### src/rtl/core/jpt_pkg.sv
// types and constants of the json path tokenizer
`default_nettype none

package jpt_pkg;

  typedef enum logic [1:0] {
    KIND_KEY   = 2'd0,
    KIND_INDEX = 2'd1,
    KIND_WILD  = 2'd2,
    KIND_DONE  = 2'd3
  } kind_t;

  typedef enum logic [8:0] {
    M_START   = 9'b000000001,
    M_IDLE    = 9'b000000010,
    M_KEY     = 9'b000000100,
    M_BRACKET = 9'b000001000,
    M_WILD    = 9'b000010000,
    M_NUM     = 9'b000100000,
    M_QUOTED  = 9'b001000000,
    M_AFTERQ  = 9'b010000000,
    M_ERR     = 9'b100000000
  } mode_t;

  localparam logic [7:0] CH_DOLLAR = 8'h24;
  localparam logic [7:0] CH_DOT    = 8'h2E;
  localparam logic [7:0] CH_LBRACK = 8'h5B;
  localparam logic [7:0] CH_RBRACK = 8'h5D;
  localparam logic [7:0] CH_STAR   = 8'h2A;
  localparam logic [7:0] CH_MINUS  = 8'h2D;
  localparam logic [7:0] CH_BSLASH = 8'h5C;
  localparam logic [7:0] CH_SQUOTE = 8'h27;
  localparam logic [7:0] CH_DQUOTE = 8'h22;
  localparam logic [7:0] CH_ZERO   = 8'h30;
  localparam logic [7:0] CH_NINE   = 8'h39;

  localparam int OFF_W = 12;
  localparam int LEN_W = 13;
  localparam int IDX_W = 64;

  localparam int QUEUE_DEPTH = 4;
  localparam int QPTR_W      = 2;

  // everything one word produces: an optional component, an optional done
  typedef struct packed {
    logic               has_comp;
    kind_t              comp_kind;
    logic [OFF_W-1:0]   key_offset;
    logic [LEN_W-1:0]   key_length;
    logic [IDX_W-1:0]   index_value;
    logic               has_done;
    logic               parse_failed;
  } pkt_t;

  typedef struct packed {
    kind_t              kind;
    logic [OFF_W-1:0]   key_offset;
    logic [LEN_W-1:0]   key_length;
    logic [IDX_W-1:0]   index_value;
    logic               parse_failed;
    logic               last_of_item;
  } result_t;

  typedef struct packed {
    logic full;
    logic empty;
  } q_stat_t;

endpackage

`default_nettype wire

### src/rtl/core/jpt_in_if.sv
// character channel of the tokenizer
`default_nettype none

interface jpt_in_if;
  logic       valid;
  logic       ready;
  logic [7:0] char_byte;
  logic       is_last;

  modport source (output valid, output char_byte, output is_last, input ready);
  modport sink   (input valid, input char_byte, input is_last, output ready);
endinterface

`default_nettype wire

### src/rtl/core/jpt_out_if.sv
// result channel of the tokenizer
`default_nettype none

interface jpt_out_if;
  logic               valid;
  logic               ready;
  logic [1:0]         kind;
  logic [11:0]        key_offset;
  logic [12:0]        key_length;
  logic signed [63:0] index_value;
  logic               parse_failed;
  logic               last_of_item;

  modport source (output valid, output kind, output key_offset, output key_length,
                  output index_value, output parse_failed, output last_of_item,
                  input ready);
  modport sink   (input valid, input kind, input key_offset, input key_length,
                  input index_value, input parse_failed, input last_of_item,
                  output ready);
endinterface

`default_nettype wire

### src/rtl/core/jpt_queue.sv
// short packet queue between the classifier and the result sequencer
`default_nettype none

module jpt_queue (
  input  wire logic          clk,
  input  wire logic          rst_n,
  input  wire logic          push,
  input  wire jpt_pkg::pkt_t push_pkt,
  input  wire logic          pop,
  output jpt_pkg::pkt_t      head_pkt,
  output jpt_pkg::q_stat_t   stat
);
  import jpt_pkg::*;

  pkt_t              mem_r [QUEUE_DEPTH];
  logic [QPTR_W-1:0] wr_ptr_r, wr_ptr_nxt;
  logic [QPTR_W-1:0] rd_ptr_r, rd_ptr_nxt;
  logic [QPTR_W:0]   cnt_r, cnt_nxt;

  always_comb begin
    wr_ptr_nxt = push ? wr_ptr_r + 1'b1 : wr_ptr_r;
    rd_ptr_nxt = pop  ? rd_ptr_r + 1'b1 : rd_ptr_r;
    cnt_nxt    = cnt_r + {{QPTR_W{1'b0}}, push} - {{QPTR_W{1'b0}}, pop};
  end

  always_ff @(posedge clk) begin
    if (!rst_n) begin
      wr_ptr_r <= '0;
      rd_ptr_r <= '0;
      cnt_r    <= '0;
    end else begin
      wr_ptr_r <= wr_ptr_nxt;
      rd_ptr_r <= rd_ptr_nxt;
      cnt_r    <= cnt_nxt;
    end
  end

  always_ff @(posedge clk) begin
    if (push) begin
      mem_r[wr_ptr_r] <= push_pkt;
    end
  end

  assign head_pkt   = mem_r[rd_ptr_r];
  assign stat.full  = (cnt_r == (QPTR_W+1)'(QUEUE_DEPTH));
  assign stat.empty = (cnt_r == '0);

endmodule

`default_nettype wire

### src/rtl/core/jpt_front.sv
// path state machine: classifies each character and builds result packets
`default_nettype none

module jpt_front #(
  parameter int MAX_PATH_LEN = 4096
) (
  input  wire logic        clk,
  input  wire logic        rst_n,
  input  wire logic        accept,
  input  wire logic [7:0]  char_byte,
  input  wire logic        is_last,
  output logic             push,
  output jpt_pkg::pkt_t    push_pkt
);
  import jpt_pkg::*;

  localparam int POS_W  = $clog2(MAX_PATH_LEN + 1);
  localparam int CALC_W = (POS_W + 1 > LEN_W) ? POS_W + 1 : LEN_W;
  localparam logic [POS_W-1:0] MAX_POS = POS_W'(MAX_PATH_LEN);

  mode_t              mode_r, mode_nxt;
  logic [POS_W-1:0]   pos_r, pos_nxt;
  logic [POS_W-1:0]   tstart_r, tstart_nxt;
  logic [IDX_W-1:0]   acc_r, acc_nxt;
  logic               neg_r, neg_nxt;
  logic               seen_r, seen_nxt;
  logic               dquote_r, dquote_nxt;
  logic               esc_r, esc_nxt;
  logic               err_r, err_nxt;

  logic               is_digit;
  logic               do_idle;
  logic [7:0]         close_q;
  logic [IDX_W-1:0]   acc_x10;
  pkt_t               pkt;

  assign is_digit = (char_byte >= CH_ZERO) && (char_byte <= CH_NINE);
  assign close_q  = dquote_r ? CH_DQUOTE : CH_SQUOTE;
  // times ten as two shifted adds, plus the digit
  assign acc_x10  = {acc_r[IDX_W-4:0], 3'b000} + {acc_r[IDX_W-2:0], 1'b0}
                  + {{(IDX_W-4){1'b0}}, char_byte[3:0]};

  always_comb begin
    mode_nxt   = mode_r;
    pos_nxt    = pos_r;
    tstart_nxt = tstart_r;
    acc_nxt    = acc_r;
    neg_nxt    = neg_r;
    seen_nxt   = seen_r;
    dquote_nxt = dquote_r;
    esc_nxt    = esc_r;
    err_nxt    = err_r;
    do_idle    = 1'b0;
    pkt        = '0;
    pkt.comp_kind = KIND_KEY;

    if (mode_r != M_ERR && pos_r >= MAX_POS) begin
      err_nxt  = 1'b1;
      mode_nxt = M_ERR;
    end else begin
      case (mode_r)
        M_START: begin
          if (char_byte == CH_DOLLAR) mode_nxt = M_IDLE;
          else do_idle = 1'b1;
        end
        M_IDLE: do_idle = 1'b1;
        M_KEY: begin
          if (char_byte == CH_DOT || char_byte == CH_LBRACK) begin
            pkt.has_comp   = 1'b1;
            pkt.comp_kind  = KIND_KEY;
            pkt.key_offset = OFF_W'(tstart_r);
            pkt.key_length = LEN_W'(CALC_W'(pos_r) - CALC_W'(tstart_r));
            mode_nxt = (char_byte == CH_LBRACK) ? M_BRACKET : M_IDLE;
          end
        end
        M_BRACKET: begin
          acc_nxt  = '0;
          neg_nxt  = 1'b0;
          seen_nxt = 1'b0;
          esc_nxt  = 1'b0;
          if (char_byte == CH_STAR) begin
            mode_nxt = M_WILD;
          end else if (char_byte == CH_SQUOTE || char_byte == CH_DQUOTE) begin
            dquote_nxt = (char_byte == CH_DQUOTE);
            tstart_nxt = pos_r + 1'b1;
            mode_nxt   = M_QUOTED;
          end else if (char_byte == CH_MINUS) begin
            neg_nxt  = 1'b1;
            mode_nxt = M_NUM;
          end else if (is_digit) begin
            acc_nxt  = {{(IDX_W-4){1'b0}}, char_byte[3:0]};
            seen_nxt = 1'b1;
            mode_nxt = M_NUM;
          end else begin
            err_nxt  = 1'b1;
            mode_nxt = M_ERR;
          end
        end
        M_WILD: begin
          if (char_byte == CH_RBRACK) begin
            pkt.has_comp  = 1'b1;
            pkt.comp_kind = KIND_WILD;
            mode_nxt      = M_IDLE;
          end else begin
            err_nxt  = 1'b1;
            mode_nxt = M_ERR;
          end
        end
        M_NUM: begin
          if (is_digit) begin
            acc_nxt  = acc_x10;
            seen_nxt = 1'b1;
          end else if (char_byte == CH_RBRACK && seen_r) begin
            pkt.has_comp    = 1'b1;
            pkt.comp_kind   = KIND_INDEX;
            pkt.index_value = neg_r ? ('0 - acc_r) : acc_r;
            mode_nxt        = M_IDLE;
          end else begin
            err_nxt  = 1'b1;
            mode_nxt = M_ERR;
          end
        end
        M_QUOTED: begin
          if (esc_r) begin
            esc_nxt = 1'b0;
          end else if (char_byte == close_q) begin
            pkt.has_comp   = 1'b1;
            pkt.comp_kind  = KIND_KEY;
            pkt.key_offset = OFF_W'(tstart_r);
            pkt.key_length = LEN_W'(CALC_W'(pos_r) - CALC_W'(tstart_r));
            mode_nxt       = M_AFTERQ;
          end else if (char_byte == CH_BSLASH && !is_last) begin
            esc_nxt = 1'b1;
          end
        end
        M_AFTERQ: begin
          if (char_byte == CH_RBRACK) mode_nxt = M_IDLE;
          else do_idle = 1'b1;
        end
        M_ERR: mode_nxt = M_ERR;
        default: mode_nxt = M_ERR;
      endcase
    end

    // character seen between components
    if (do_idle) begin
      if (char_byte == CH_DOT) begin
        mode_nxt = M_IDLE;
      end else if (char_byte == CH_LBRACK) begin
        mode_nxt = M_BRACKET;
      end else begin
        tstart_nxt = pos_r;
        mode_nxt   = M_KEY;
      end
    end

    if (pos_r < MAX_POS) pos_nxt = pos_r + 1'b1;

    // end of path: close any open key, flag an open bracket, then start over
    if (is_last) begin
      if (mode_nxt == M_KEY || mode_nxt == M_QUOTED) begin
        pkt.has_comp   = 1'b1;
        pkt.comp_kind  = KIND_KEY;
        pkt.key_offset = OFF_W'(tstart_nxt);
        pkt.key_length = LEN_W'(CALC_W'(pos_r) + 1'b1 - CALC_W'(tstart_nxt));
      end else if (mode_nxt == M_BRACKET || mode_nxt == M_WILD || mode_nxt == M_NUM) begin
        err_nxt = 1'b1;
      end
      pkt.has_done     = 1'b1;
      pkt.parse_failed = err_nxt;
      mode_nxt   = M_START;
      pos_nxt    = '0;
      tstart_nxt = '0;
      acc_nxt    = '0;
      neg_nxt    = 1'b0;
      seen_nxt   = 1'b0;
      dquote_nxt = 1'b0;
      esc_nxt    = 1'b0;
      err_nxt    = 1'b0;
    end
  end

  always_ff @(posedge clk) begin
    if (!rst_n) begin
      mode_r   <= M_START;
      pos_r    <= '0;
      tstart_r <= '0;
      acc_r    <= '0;
      neg_r    <= 1'b0;
      seen_r   <= 1'b0;
      dquote_r <= 1'b0;
      esc_r    <= 1'b0;
      err_r    <= 1'b0;
    end else if (accept) begin
      mode_r   <= mode_nxt;
      pos_r    <= pos_nxt;
      tstart_r <= tstart_nxt;
      acc_r    <= acc_nxt;
      neg_r    <= neg_nxt;
      seen_r   <= seen_nxt;
      dquote_r <= dquote_nxt;
      esc_r    <= esc_nxt;
      err_r    <= err_nxt;
    end
  end

  assign push     = accept && (pkt.has_comp || pkt.has_done);
  assign push_pkt = pkt;

endmodule

`default_nettype wire

### src/rtl/core/jpt_back.sv
// result sequencer: splits packets into words behind an output register
`default_nettype none

module jpt_back (
  input  wire logic             clk,
  input  wire logic             rst_n,
  input  wire jpt_pkg::pkt_t    head_pkt,
  input  wire jpt_pkg::q_stat_t stat,
  output logic                  pop,
  output logic                  out_valid,
  input  wire logic             out_ready,
  output jpt_pkg::result_t      out_res
);
  import jpt_pkg::*;

  logic    valid_r, valid_nxt;
  logic    phase_r, phase_nxt;
  result_t res_r, res_nxt;
  logic    take;
  logic    comp_phase;

  always_comb begin
    take       = !stat.empty && (!valid_r || out_ready);
    comp_phase = head_pkt.has_comp && !phase_r;
    res_nxt    = '0;
    if (comp_phase) begin
      res_nxt.kind         = head_pkt.comp_kind;
      res_nxt.key_offset   = head_pkt.key_offset;
      res_nxt.key_length   = head_pkt.key_length;
      res_nxt.index_value  = head_pkt.index_value;
      res_nxt.last_of_item = !head_pkt.has_done;
    end else begin
      res_nxt.kind         = KIND_DONE;
      res_nxt.parse_failed = head_pkt.parse_failed;
      res_nxt.last_of_item = 1'b1;
    end
    pop       = take && (!comp_phase || !head_pkt.has_done);
    phase_nxt = take ? (comp_phase && head_pkt.has_done) : phase_r;
    valid_nxt = take ? 1'b1 : (valid_r && !out_ready);
  end

  always_ff @(posedge clk) begin
    if (!rst_n) begin
      valid_r <= 1'b0;
      phase_r <= 1'b0;
    end else begin
      valid_r <= valid_nxt;
      phase_r <= phase_nxt;
    end
  end

  always_ff @(posedge clk) begin
    if (take) begin
      res_r <= res_nxt;
    end
  end

  assign out_valid = valid_r;
  assign out_res   = res_r;

endmodule

`default_nettype wire

### src/rtl/core/json_path_tokenizer_core.sv
// top level of the streaming json path tokenizer
//
// usage
//   in_if  : one path byte per word (char_byte), is_last marks the final byte
//   out_if : one path component per word (key, index or wildcard) and one
//            done word per path carrying parse_failed; last_of_item marks the
//            final word caused by an input byte
//   keys come out as offset and length into the path, indices as 64-bit
//   two's complement values; words before a failed done are to be dropped
// timing
//   a byte is taken every cycle while the four-entry packet queue has room
//   first result word passes through the packet queue, then the output register
//   the final byte of a path produces up to two words, drained one per cycle
//   by the result sequencer while out_if is ready, so a burst of one-byte paths
//   is held back by a full queue; ordinary paths run at one byte a cycle
// reset and stall
//   rst_n low clears the path state, the queue and the output valid flag
//   a stalled out_if holds its word; the queue then fills and in_if.ready drops
`default_nettype none

module json_path_tokenizer_core #(
  parameter int MAX_PATH_LEN = 4096
) (
  input  wire logic   clk,
  input  wire logic   rst_n,
  jpt_in_if.sink      in_if,
  jpt_out_if.source   out_if
);
  import jpt_pkg::*;

  // front/back link
  logic     push;
  pkt_t     push_pkt;
  pkt_t     head_pkt;
  logic     pop;
  q_stat_t  q_stat;
  result_t  out_res;
  logic     in_accept;

  // input word taken whenever the queue can hold its packet
  assign in_if.ready = !q_stat.full;
  assign in_accept   = in_if.valid && !q_stat.full;

  jpt_front #(
    .MAX_PATH_LEN (MAX_PATH_LEN)
  ) u_front (
    .clk       (clk),
    .rst_n     (rst_n),
    .accept    (in_accept),
    .char_byte (in_if.char_byte),
    .is_last   (in_if.is_last),
    .push      (push),
    .push_pkt  (push_pkt)
  );

  // decouples the classifier from output back-pressure
  jpt_queue u_queue (
    .clk      (clk),
    .rst_n    (rst_n),
    .push     (push),
    .push_pkt (push_pkt),
    .pop      (pop),
    .head_pkt (head_pkt),
    .stat     (q_stat)
  );

  jpt_back u_back (
    .clk       (clk),
    .rst_n     (rst_n),
    .head_pkt  (head_pkt),
    .stat      (q_stat),
    .pop       (pop),
    .out_valid (out_if.valid),
    .out_ready (out_if.ready),
    .out_res   (out_res)
  );

  // result word onto the channel
  assign out_if.kind         = out_res.kind;
  assign out_if.key_offset   = out_res.key_offset;
  assign out_if.key_length   = out_res.key_length;
  assign out_if.index_value  = $signed(out_res.index_value);
  assign out_if.parse_failed = out_res.parse_failed;
  assign out_if.last_of_item = out_res.last_of_item;

endmodule

`default_nettype wire

### src/flat_wrapper.sv
// flat-port wrapper written by rule: the top's interface ports become plain ports
module json_path_tokenizer_core_flat import jpt_pkg::*;
#(
  parameter int MAX_PATH_LEN = 4096
)
  (clk, rst_n, in_if_valid, in_if_char_byte, in_if_is_last, in_if_ready, out_if_valid, out_if_kind, out_if_key_offset, out_if_key_length, out_if_index_value, out_if_parse_failed, out_if_last_of_item, out_if_ready);
  jpt_in_if in_if_i ();
  jpt_out_if out_if_i ();
  input  wire logic clk;
  input  wire logic rst_n;
  input wire logic [$bits(in_if_i.valid)-1:0] in_if_valid;
  input wire logic [$bits(in_if_i.char_byte)-1:0] in_if_char_byte;
  input wire logic [$bits(in_if_i.is_last)-1:0] in_if_is_last;
  output wire logic [$bits(in_if_i.ready)-1:0] in_if_ready;
  output wire logic [$bits(out_if_i.valid)-1:0] out_if_valid;
  output wire logic [$bits(out_if_i.kind)-1:0] out_if_kind;
  output wire logic [$bits(out_if_i.key_offset)-1:0] out_if_key_offset;
  output wire logic [$bits(out_if_i.key_length)-1:0] out_if_key_length;
  output wire logic [$bits(out_if_i.index_value)-1:0] out_if_index_value;
  output wire logic [$bits(out_if_i.parse_failed)-1:0] out_if_parse_failed;
  output wire logic [$bits(out_if_i.last_of_item)-1:0] out_if_last_of_item;
  input wire logic [$bits(out_if_i.ready)-1:0] out_if_ready;
  assign in_if_i.valid = in_if_valid;
  assign in_if_i.char_byte = in_if_char_byte;
  assign in_if_i.is_last = in_if_is_last;
  assign in_if_ready = in_if_i.ready;
  assign out_if_valid = out_if_i.valid;
  assign out_if_kind = out_if_i.kind;
  assign out_if_key_offset = out_if_i.key_offset;
  assign out_if_key_length = out_if_i.key_length;
  assign out_if_index_value = out_if_i.index_value;
  assign out_if_parse_failed = out_if_i.parse_failed;
  assign out_if_last_of_item = out_if_i.last_of_item;
  assign out_if_i.ready = out_if_ready;
  json_path_tokenizer_core #(.MAX_PATH_LEN(MAX_PATH_LEN)) u_core (.clk(clk), .rst_n(rst_n), .in_if(in_if_i), .out_if(out_if_i));
endmodule
### config.mk
export PLATFORM = sky130hd
export DESIGN_NAME = json_path_tokenizer_core_flat
export DESIGN_NICKNAME = d
export VERILOG_FILES = /design/src/rtl/core/jpt_pkg.sv /design/src/rtl/core/jpt_in_if.sv /design/src/rtl/core/jpt_out_if.sv /design/src/rtl/core/jpt_queue.sv /design/src/rtl/core/jpt_front.sv /design/src/rtl/core/jpt_back.sv /design/src/rtl/core/json_path_tokenizer_core.sv /design/src/flat_wrapper.sv
export SDC_FILE = /design/constraint.sdc
export NUM_CORES = 1
export LEC_CHECK = 0
export ABC_AREA = 1
export BUFFER_PORTS_ARGS = -buffer_cell sky130_fd_sc_hd__buf_4
export CORE_MARGIN = 2
export CORE_UTILIZATION = 60
export DETAILED_ROUTE_END_ITERATION = 12
export GPL_ROUTABILITY_DRIVEN = 0
export PLACE_DENSITY_LB_ADDON = 0.25
export SLEW_MARGIN = 20
export SYNTH_ARGS = -nofsm -noshare
export SYNTH_HDL_FRONTEND = slang
export SYNTH_HIERARCHICAL = 1
export SYNTH_SLANG_ARGS = --single-unit
### constraint.sdc
create_clock -name clk -period 4.7 [get_ports clk]
set_input_delay 0.47 -clock clk [delete_from_list [all_inputs] [get_ports clk]]
set_output_delay 0.47 -clock clk [all_outputs]
set_load 0.005 [all_outputs]
After elaboration in Yosys (flattened, before gate mapping)
Memories as Yosys holds them, arrays and structs flattened. A register that Yosys moved wholly into a read port is not among the register bits.
Index checks and enable logic that the tools add are counted.
{"block": "totals", "mem_bits_rw": 376, "mem_bits_ro": 0, "wordCells": 202, "in_bits": 13, "ff_bits": 206, "latch_bits": 0, "memories": 1, "output_inout_bits": 95}
{"memory": "u_core.u_queue.mem_r", "depth": 4, "width": 94, "rd": 1, "rd_ports_with_merged_regs": 1, "wr": 1, "line": "jpt_queue.sv:15", "text": "pkt_t mem_r [QUEUE_DEPTH];"}
{"block": "classes", "n_lt_le_gt_ge": 4, "muxes": 100, "addsub": 11, "multipliers": 0, "eq_ne": 28, "div": 0, "bitwise_logic": 0, "shift": 0, "n_reduce_logical": 38}
{"operator": "2-to-1 mux 64 bit", "n": 7}
{"operator": "2-to-1 mux 28 bit", "n": 5}
{"operator": "2-to-1 mux 9 bit", "n": 15}
{"operator": "2-to-1 mux 13 bit", "n": 10}
{"operator": "case mux 64 bit (2 select lines)", "n": 1}
{"operator": "2-to-1 mux 92 bit", "n": 1}
{"operator": "case mux 9 bit (8 select lines)", "n": 1}
{"operator": "adder 64 x 4 -> 64 bit", "n": 1}
{"operator": "adder 64 bit", "n": 1}
{"operator": "subtractor 1 x 64 -> 64 bit (first input constant)", "n": 1}
{"operator": "case mux 25 bit (2 select lines)", "n": 1}
{"operator": "== test 8 x 6 -> 1 bit (second input constant)", "n": 6}
{"operator": "2-to-1 mux 1 bit", "n": 40}
{"operator": "2-to-1 mux 4 bit", "n": 7}
{"operator": "adder 13 x 1 -> 13 bit (second input constant)", "n": 2}
{"operator": "subtractor 13 bit", "n": 2}
{"operator": "== test 8 x 7 -> 1 bit (second input constant)", "n": 3}
{"operator": "== test 9 x 3 -> 1 bit (second input constant)", "n": 2}
{"operator": "== test 9 x 4 -> 1 bit (second input constant)", "n": 2}
{"operator": "== test 9 x 5 -> 1 bit (second input constant)", "n": 2}
{"operator": "== test 9 x 6 -> 1 bit (second input constant)", "n": 2}
{"operator": "== test 9 x 7 -> 1 bit (second input constant)", "n": 2}
{"operator": ">= comparator 13 bit (second input constant)", "n": 1}
{"operator": "less-than comparator 13 bit (second input constant)", "n": 1}
{"operator": "other kinds (28)", "n": 65}

Depth between registers and ports, before layout
Gate-level depths: netlist of the first run.
{"block": "logic_depth", "depth_word": 19, "ltp_mapped": 26, "ltp_nobuf": 26}

Hierarchy
Netlist of the first run, hierarchy kept.
{"module": "jpt_queue", "cells_each": 1152, "area_each_um2": 15273.4, "seq_area_each_um2": 11471.0, "n_inst": 1}
{"module": "jpt_front", "cells_each": 2405, "area_each_um2": 14194.9, "seq_area_each_um2": 2082.0, "n_inst": 1}
{"module": "jpt_back", "cells_each": 301, "area_each_um2": 3697.3, "seq_area_each_um2": 2832.7, "n_inst": 1}
{"module": "json_path_tokenizer_core", "cells_each": 3, "area_each_um2": 13.8, "seq_area_each_um2": 0.0, "n_inst": 1}

Worst setup path after synthesis of the first run
Ideal clock, no wire load.
{"block": "synth_path", "path_type": "input port to flip-flop", "startpoint": "input port in_if_char_byte[5]", "endpoint": "memory u_core/u_queue/mem_r[0][0] (netlist bit), enable pin", "slack_ps": 710, "arrival_ps": 3542, "stages": 9, "setup_ps": 448, "required_ps": 4252, "n_path_buf": 0, "cell_sequence": "nor3_2 -> nand3_1 -> inv_1 -> o21ai_1 -> nand2_1 -> o31ai_1 -> a21oi_1 -> nand2_1 -> inv_1"}
{"block": "synth_via", "elab_chain_cells": 17, "word_cells_on_any_way": 54, "cone_classes": "2 x order compare; 11 x eq/ne; 34 x mux; 7 x reduce/logical"}
{"element": "start, declared", "line": "flat_wrapper.sv:12", "text": "input wire logic [$bits(in_if_i.char_byte)-1:0] in_if_char_byte;"}
{"element": ">= comparator 8 x 6 -> 1 bit / <= comparator 8 x 6 -> 1 bit (equally long branches)", "line": "jpt_front.sv:37", "text": "assign is_digit = (char_byte >= CH_ZERO) && (char_byte <= CH_NINE);"}
{"element": "logical AND 1 bit", "line": "jpt_front.sv:37"}
{"element": "2-to-1 mux 9 bit", "line": "jpt_front.sv:90", "text": "end else if (is_digit) begin"}
{"element": "2-to-1 mux 9 bit", "line": "jpt_front.sv:87", "text": "end else if (char_byte == CH_MINUS) begin"}
{"element": "2-to-1 mux 9 bit", "line": "jpt_front.sv:83", "text": "end else if (char_byte == CH_SQUOTE || char_byte == CH_DQUOTE) begin"}
{"element": "2-to-1 mux 9 bit", "line": "jpt_front.sv:81", "text": "if (char_byte == CH_STAR) begin"}
{"element": "case mux 9 bit (8 select lines)", "line": "jpt_front.sv:61", "text": "case (mode_r)"}
{"element": "2-to-1 mux 9 bit", "line": "jpt_front.sv:57", "text": "if (mode_r != M_ERR && pos_r >= MAX_POS) begin"}
{"element": "(+2 left out)"}
{"element": "logical OR 1 bit", "line": "jpt_front.sv:161", "text": "if (mode_nxt == M_KEY || mode_nxt == M_QUOTED) begin"}
{"element": "2-to-1 mux 28 bit", "line": "jpt_front.sv:161"}
{"element": "2-to-1 mux 28 bit *", "line": "jpt_front.sv:160", "text": "if (is_last) begin"}
{"element": "logical OR 1 bit *", "line": "jpt_front.sv:207", "text": "assign push = accept && (pkt.has_comp || pkt.has_done);"}
{"element": "logical AND 1 bit *", "line": "jpt_front.sv:207"}
{"element": "via u_core.push", "line": "json_path_tokenizer_core.sv:32", "text": "logic push;"}
{"element": "2-to-1 mux 1 bit *", "line": "jpt_queue.sv:39", "text": "if (push) begin"}
{"element": "2-to-1 mux 1 bit (not written as such) *", "line": "jpt_queue.sv:40", "text": "mem_r[wr_ptr_r] <= push_pkt;"}
{"element": "end, declared", "line": "jpt_queue.sv:15"}
Mark *: on every way through the listed nets, which the timed path passes. The rest lies on a longest branch.

==> run summary, run 1 <==
status: finished, final reports clean
clk buf depth: 3
Top Ports: 108
CP Buf/Inv Count: 1
commonest non-fill, non-tap cell in the layout: nand2_1
Least-Margin Pin Slew: 1.06 ns
gr ovfl total: 0
Most used DFF post-synth: edfxtp_1
Post-synth EDFFs: 469
Pre-Repair DR Iteration Count: 7
RSZ-0062 raised after global routing: false
Max-cap violations: 0
die area: 57,200 um^2
top cell type by total area after synthesis: edfxtp_1
syn_nets: 4,044
CP Cell Sequence: nor2_4 -> nand3_2 -> nor2_4 -> nand2_2 -> nand3_2 -> nand4_2 -> o21ai_1 -> inv_1 -> ha_1 -> ha_1 -> a21oi_1 -> o21ai_0 -> a21oi_1 -> o21ai_0 -> nand2_1 -> nand2_1 -> a21oi_1 -> nand3_1 -> nand3_2 -> nand2_1
Max Freq: 0.234 GHz
largest family of logic cells by synthesized area: simple AND/OR/NAND/NOR gates
Initial Util: 60.5%
Post-Syn Instances: 3,861
max-slew violations: 0
Reg clk slew, reported paths: 0.06 ns
Relative slew margins: 29.2%
fraction of the mapped netlist area in simple logic gates: 19.6%
Remaining DRCs: 0
Register Area: 16,400 um^2
global-route wire length before repair: 130,000 um
FILL cells: 4,402
CP arrival: 4.63 ns
min-delay src: out_if_ready
PD cells: 417 nW/um^2
register area share after synthesis: 49.4%
Site Rows: 86
total negative slack: 0 ns
vias in the first global route: 24,700
antenna violations before repair: 1
syn avg cell area: 8.59 um^2
Yosys top cell area share: 42.4%
share of cells above drive strength 1: 8.69%
most frequent cells in the layout: nand2_1, inv_1, edfxtp_1
Worst Setup End Kind: flip-flop
nets: 4,120
Num Clock Sinks: 584
Routed wire per std cell: 17.7 um
Worst EP required: 5.07 ns
reg-to-reg startpoint: u_core/u_front/mode_r[2]$_SDFFE_PN0P_
core area: 54,900 um^2
# setup viols final: 0
pin count of the biggest net entering global routing: 281
Async S/R FF share, synth: 0%
DP Cell Count: 4,579
P_leak: 15.4 nW
Die X-Extent: 239 um
Die Span Y: 239 um
final wirelength: 83,100 um
CP Launch Type: flip-flop
Via density: 5.71
Synth area leaders: edfxtp_1, nand2_1, dfxtp_1
Final Hold Fails: 0
routed vias: 26,700
launch point of the worst path: u_core/u_front/mode_r[2]$_SDFFE_PN0P_
fin area: 36,300 um^2
mux contribution to synthesized area: 0%
Synth Area in XOR/XNOR: 1.21%
cell family contributing the most delay on the critical path: simple AND/OR/NAND/NOR gates
CP max FO: 20
Distinct cells, synth: 61
post-synthesis compound-gate area fraction: 13.7%
DP HPWL: 59,100 um
total CTS buffers: 59
Final Non-Filler Cells: 4,687
YS warnings: 6
Post-CTS Setup Inserts: 0
H-tree lvl count: 2
adder-cell share of the synthesized area: 6.52%
Tmin final: 4.26 ns
Clock Skew: 0.0220 ns
worst setup path class: reg2reg
Multi-input gate area: 13,600 um^2
Clock Latency Late Sink: 0.64 ns
HP Class: in2reg
CTS Hold Bufs: 0
CTS resizes: 0
post-route ant nets: 0
port bufs: 107
max incr delay on CP: 0.45 ns
Antenna diodes: 0
DRT iter0 DRCs: 3,045
placement-stage cell area: 34,400 um^2
Root Driver: clkbuf_16
CTS tree: done
Post-Syn Area: 33,200 um^2
Peak VDD IR: 0.497 mV
Slowest cell on crit path: nand4_2
period utilisation layout: 90.7%
area grow syn2layout: 9.28%
number of synthesized register bits: 584
Overall Global Routing Usage: 29.0%
## per-layer routing
metal	vias to the layer above	global-route usage, %	routed length (um)
met4	0	8.73	2330
li1	13100	-	-
met1	12300	42.0	36200
met3	175	5.17	7860
met2	1156	44.5	36800
met5	-	0	0
## path summary, 6_finish.rpt
| path | endpoint | slack (ns) | cells past startpoint |
|---|---|---|---|
| max | u_core/u_queue/mem_r[2][78]$_DFFE_PP_ | 0.44 | 20 |
| min | u_core/u_back/out_valid$_SDFF_PN0_ | 0.12 | 4 |
| max reg2reg | u_core/u_queue/mem_r[2][78]$_DFFE_PP_ | 0.44 | 20 |
| min reg2reg | u_core/u_front/tstart_r[10]$_SDFFE_PN0P_ | 0.46 | 2 |
## synthesized netlist by cell type, drive strengths merged (2+ instances only)
library cell and number:
nand2 814, inv 610, edfxtp 469, a31oi 6
o21a 10, nand3 173, o31ai 2, o22ai 4
nand3b 9, or2 32, o211ai 107, dfxtp 115
xnor2 10, o2111ai 4, o21ai 268, a21boi 3
ha 165, nor3 50, nand4 41, fa 5
nor2 379, clkbuf 33, nor3b 2, a21o 8
buf 90, xor2 36, a21oi 365, o21bai 13
clkinv 5, and3 8, nor4 19
## registers in the layout, indices dropped and copies added, names as in the netlist, 2 cells and up, named ones only
signal and flops:
u_core/u_back/out_res 93, u_core/u_front/acc_r 64, u_core/u_front/mode_r 9, u_core/u_front/pos_r 13, u_core/u_front/tstart_r 13, u_core/u_queue/cnt_r 3, u_core/u_queue/mem_r 376, u_core/u_queue/rd_ptr_r 2
u_core/u_queue/wr_ptr_r 2
## power breakdown
group          internal, mW  switching [mW]
Combinational          1.33            2.54
Sequential             6.46           0.256
Clock                  2.56            1.99
## metrics by stage
step	power, mW	hold WS, ns	utilization (%)	setup slack [ns]
after floorplan	9.54	0.436	-	0.710
after global placement	10.5	0.447	62.6	0.485
after detailed placement	10.7	0.457	62.6	0.385
after CTS	15.2	0.100	66.0	0.497
after global routing	16.0	0.152	66.1	0.0907
final	15.1	0.124	66.1	0.435
## kinds of logic after synthesis
kind of cell | after synthesis
adder cells (fa/ha/maj) | 170
AND/OR/NAND/NOR | 1529
flip-flops | 584
buffers and inverters | 738
AO/OA/AOI/OAI | 794
XOR/XNOR | 46
## final cells by class
cell class	instances	share of cell area (%)
Timing Repair Buffer	138	3.15
Multi-Input combinational cell	2539	37.6
Clock buffer	73	4.24
Sequential cell	584	45.2
Inverter	615	6.42
Clock inverter	34	0.942
Tap cell	704	2.43
## worst reg2reg max path: stages (launching register included)
cell	delay (ns)
dfxtp_1	0.39
nor2_4	0.18
nand3_2	0.16
nor2_4	0.15
nand2_2	0.07
nand3_2	0.13
nand4_2	0.45
o21ai_1	0.42
inv_1	0.09
ha_1	0.28
ha_1	0.36
a21oi_1	0.16
o21ai_0	0.11
a21oi_1	0.25
o21ai_0	0.18
nand2_1	0.09
nand2_1	0.05
a21oi_1	0.18
nand3_1	0.12
nand3_2	0.08
nand2_1	0.09
No activity file was read; power rests on OpenSTA's default activity.
==> run 2: changes to the inputs <==
Settings changed: CAP_MARGIN set to 20, RECOVER_POWER set to 25.
==> run 2 against run 1 <==
  * The run now ends with max-capacitance violations, max-slew violations left
  * Total power fell by 0.72%
  * Clock power barely moved
  * Via count fell by 0.26%
  * Register-to-register slack got worse by 0.05 ns
  * Setup slack got worse by 0.054 ns
  * Non-clock buffer count did not move
  * Critical path depth fell by 10
  * Global-route usage did not move
  * Critical endpoint is now u_core/u_queue/mem_r[3][2]$_DFFE_PP_
  * Largest cell class unchanged
==> run summary, run 2 (synthesis results as in run 1) <==
Overall Global Routing Usage: 29.0% (unchanged)
Max-cap violations: 5 (+5)
Reg clk slew, reported paths: 0.06 ns (about the same)
Clock Latency Late Sink: 0.64 ns (about the same)
most frequent cells in the layout: nand2_1, inv_1, edfxtp_1
share of cells above drive strength 1: 7.81% (-0.88 points)
Routed wire per std cell: 17.7 um (-0.11%)
period utilisation layout: 91.9% (+1.1 points)
global-route wire length before repair: 130,000 um (unchanged)
HP Class: in2reg
CTS tree: done
gr ovfl total: 0 (unchanged)
worst reg2reg path endpoint: u_core/u_queue/mem_r[3][2]$_DFFE_PP_
port bufs: 107 (unchanged)
register name with the most flops: u_core/u_queue/mem_r
max incr delay on CP: 1.49 ns (+1.04 ns)
Worst Setup End Kind: flip-flop
Tot Pwr: 15.0 mW (-0.72%)
Antenna diodes: 0 (unchanged)
Pre-Repair DR Iteration Count: 8 (+1)
Least-Margin Pin Slew: 3.31 ns (+2.25 ns)
max-slew violations: 287 (+287)
DP HPWL: 59,100 um (unchanged)
# setup viols final: 0 (unchanged)
Top Ports: 108 (unchanged)
RSZ-0062 raised after global routing: false
min-delay src: out_if_ready
Site Rows: 86 (unchanged)
total CTS buffers: 59 (unchanged)
routed vias: 26,700 (-0.26%)
Num Clock Sinks: 584 (unchanged)
Root Driver: clkbuf_16
die area: 57,200 um^2 (unchanged)
Clock Skew: 0.0198 ns (-0.00224 ns)
CP max FO: 49 (+150%)
CTS resizes: 0 (unchanged)
CP arrival: 4.69 ns (+0.06 ns)
total negative slack: 0 ns (unchanged)
H-tree lvl count: 2 (unchanged)
crit-path most repeated cell: nor2_1
antenna violations before repair: 1 (unchanged)
Max Freq: 0.232 GHz (-1.3%)
pin count of the biggest net entering global routing: 281 (unchanged)
worst hold slack: 0.126 ns (+0.00180 ns)
DRT iter0 DRCs: 2,949 (-3.2%)
status: finished, violations left
Initial Util: 60.5% (unchanged)
Slowest cell on crit path: clkbuf_1
Peak VDD IR: 0.480 mV (-3.4%)
DP Cell Count: 4,579 (unchanged)
Relative slew margins: -121% (-150 points)
Die X-Extent: 239 um (unchanged)
R2R Setup Slk: 0.38 ns (-0.05 ns)
final wirelength: 83,100 um (-0.11%)
Final Non-Filler Cells: 4,687 (unchanged)
worst r2r path cells: 10 (-50%)
Tmin final: 4.32 ns (+0.0541 ns)
Via density: 5.69 (-0.26%)
Remaining DRCs: 0 (unchanged)
Largest register FFs: 376 (unchanged)
core area: 54,900 um^2 (unchanged)
post-route ant nets: 0 (unchanged)
vias in the first global route: 24,700 (unchanged)
PD cells: 416 nW/um^2 (-0.31%)
Die Span Y: 239 um (unchanged)
Worst EP required: 5.07 ns (about the same)
area grow syn2layout: 8.83%
CTS Hold Bufs: 0 (unchanged)
worst setup path class: reg2reg
fin area: 36,100 um^2 (-0.41%)
placement-stage cell area: 34,400 um^2 (unchanged)
Post-CTS Setup Inserts: 0 (unchanged)
clk buf depth: 3 (unchanged)
FILL cells: 4,429 (+0.61%)
launch point of the worst path: u_core/u_front/mode_r[6]$_SDFFE_PN0P_
failing checks: max-capacitance violations, max-slew violations
CP Launch Type: flip-flop
reg-to-reg startpoint: u_core/u_front/mode_r[6]$_SDFFE_PN0P_
commonest non-fill, non-tap cell in the layout: nand2_1
P_leak: 15.3 nW (-0.83%)
Final Hold Fails: 0 (unchanged)
CP Cell Sequence: nor2_1 -> nand3_1 -> inv_1 -> nand3_1 -> nor2_1 -> inv_1 -> nor2_2 -> clkbuf_1 -> inv_2 -> nor2_1
Critical Path Sink: u_core/u_queue/mem_r[3][2]$_DFFE_PP_
nets: 4,120 (unchanged)
==> run 2: cell types whose count changed in the layout (fill, tap and decap cells not counted), sizes merged <==
cell	change
clkbuf	+103
buf	-103
==> run 2: where the power goes <==
group          total [mW]  internal (mW)  leakage [nW]  switching (mW)
clock network        4.54           2.56         0.914            1.99
logic                3.76           1.25          9.06            2.51
registers            6.71           6.46          5.34           0.248
==> run 2: area by class of cell <==
cell class / instances / area (um^2) / area share (%)
sequential: 584 / 16400 / 45.4
clock buffer: 73 / 1540 / 4.26
tap: 704 / 881 / 2.44
multi-input combinational: 2539 / 13600 / 37.6
clock inverter: 34 / 342 / 0.946
inverter: 615 / 2330 / 6.45
timing repair buffer: 138 / 1050 / 2.91
==> run 2: per-stage QoR <==
stage,setup WS [ns],utilization (%)
floorplan,0.710,-
global placement,0.485,62.6
detailed placement,0.385,62.6
CTS,0.497,66.0
global route,0.0881,65.8
finish,0.381,65.8
==> run 2: worst max-delay path, delay by kind of cell (launching register included) <==
family / cells / cell delay [ns]
buf+inv: 4 / 2.24
simple gates: 6 / 1.46
flops: 1 / 0.32
==> run 2: worst min-delay path by stage <==
stage | endpoint | slack [ns] | cells after the start
floorplan | flip-flop | 0.44 | 2
global placement | flip-flop | 0.45 | 2
global route | u_core/u_front/acc_r[0]$_SDFFE_PN0P_ | 0.15 | 3
finish | u_core/u_back/out_valid$_SDFF_PN0_ | 0.13 | 4
CTS | u_core/u_back/out_valid$_SDFF_PN0_ | 0.10 | 4
detailed placement | u_core/u_front/tstart_r[9]$_SDFFE_PN0P_ | 0.46 | 2
==> run 2: layer usage <==
| layer | vias to the layer above | routed length, um | GRT usage (%) |
|---|---|---|---|
| met4 | 0 | 2380 | 8.73 |
| met3 | 174 | 7820 | 5.17 |
| met1 | 12300 | 36000 | 42.0 |
| li1 | 13100 | - | - |
| met5 | - | 0 | 0 |
| met2 | 1142 | 36900 | 44.5 |
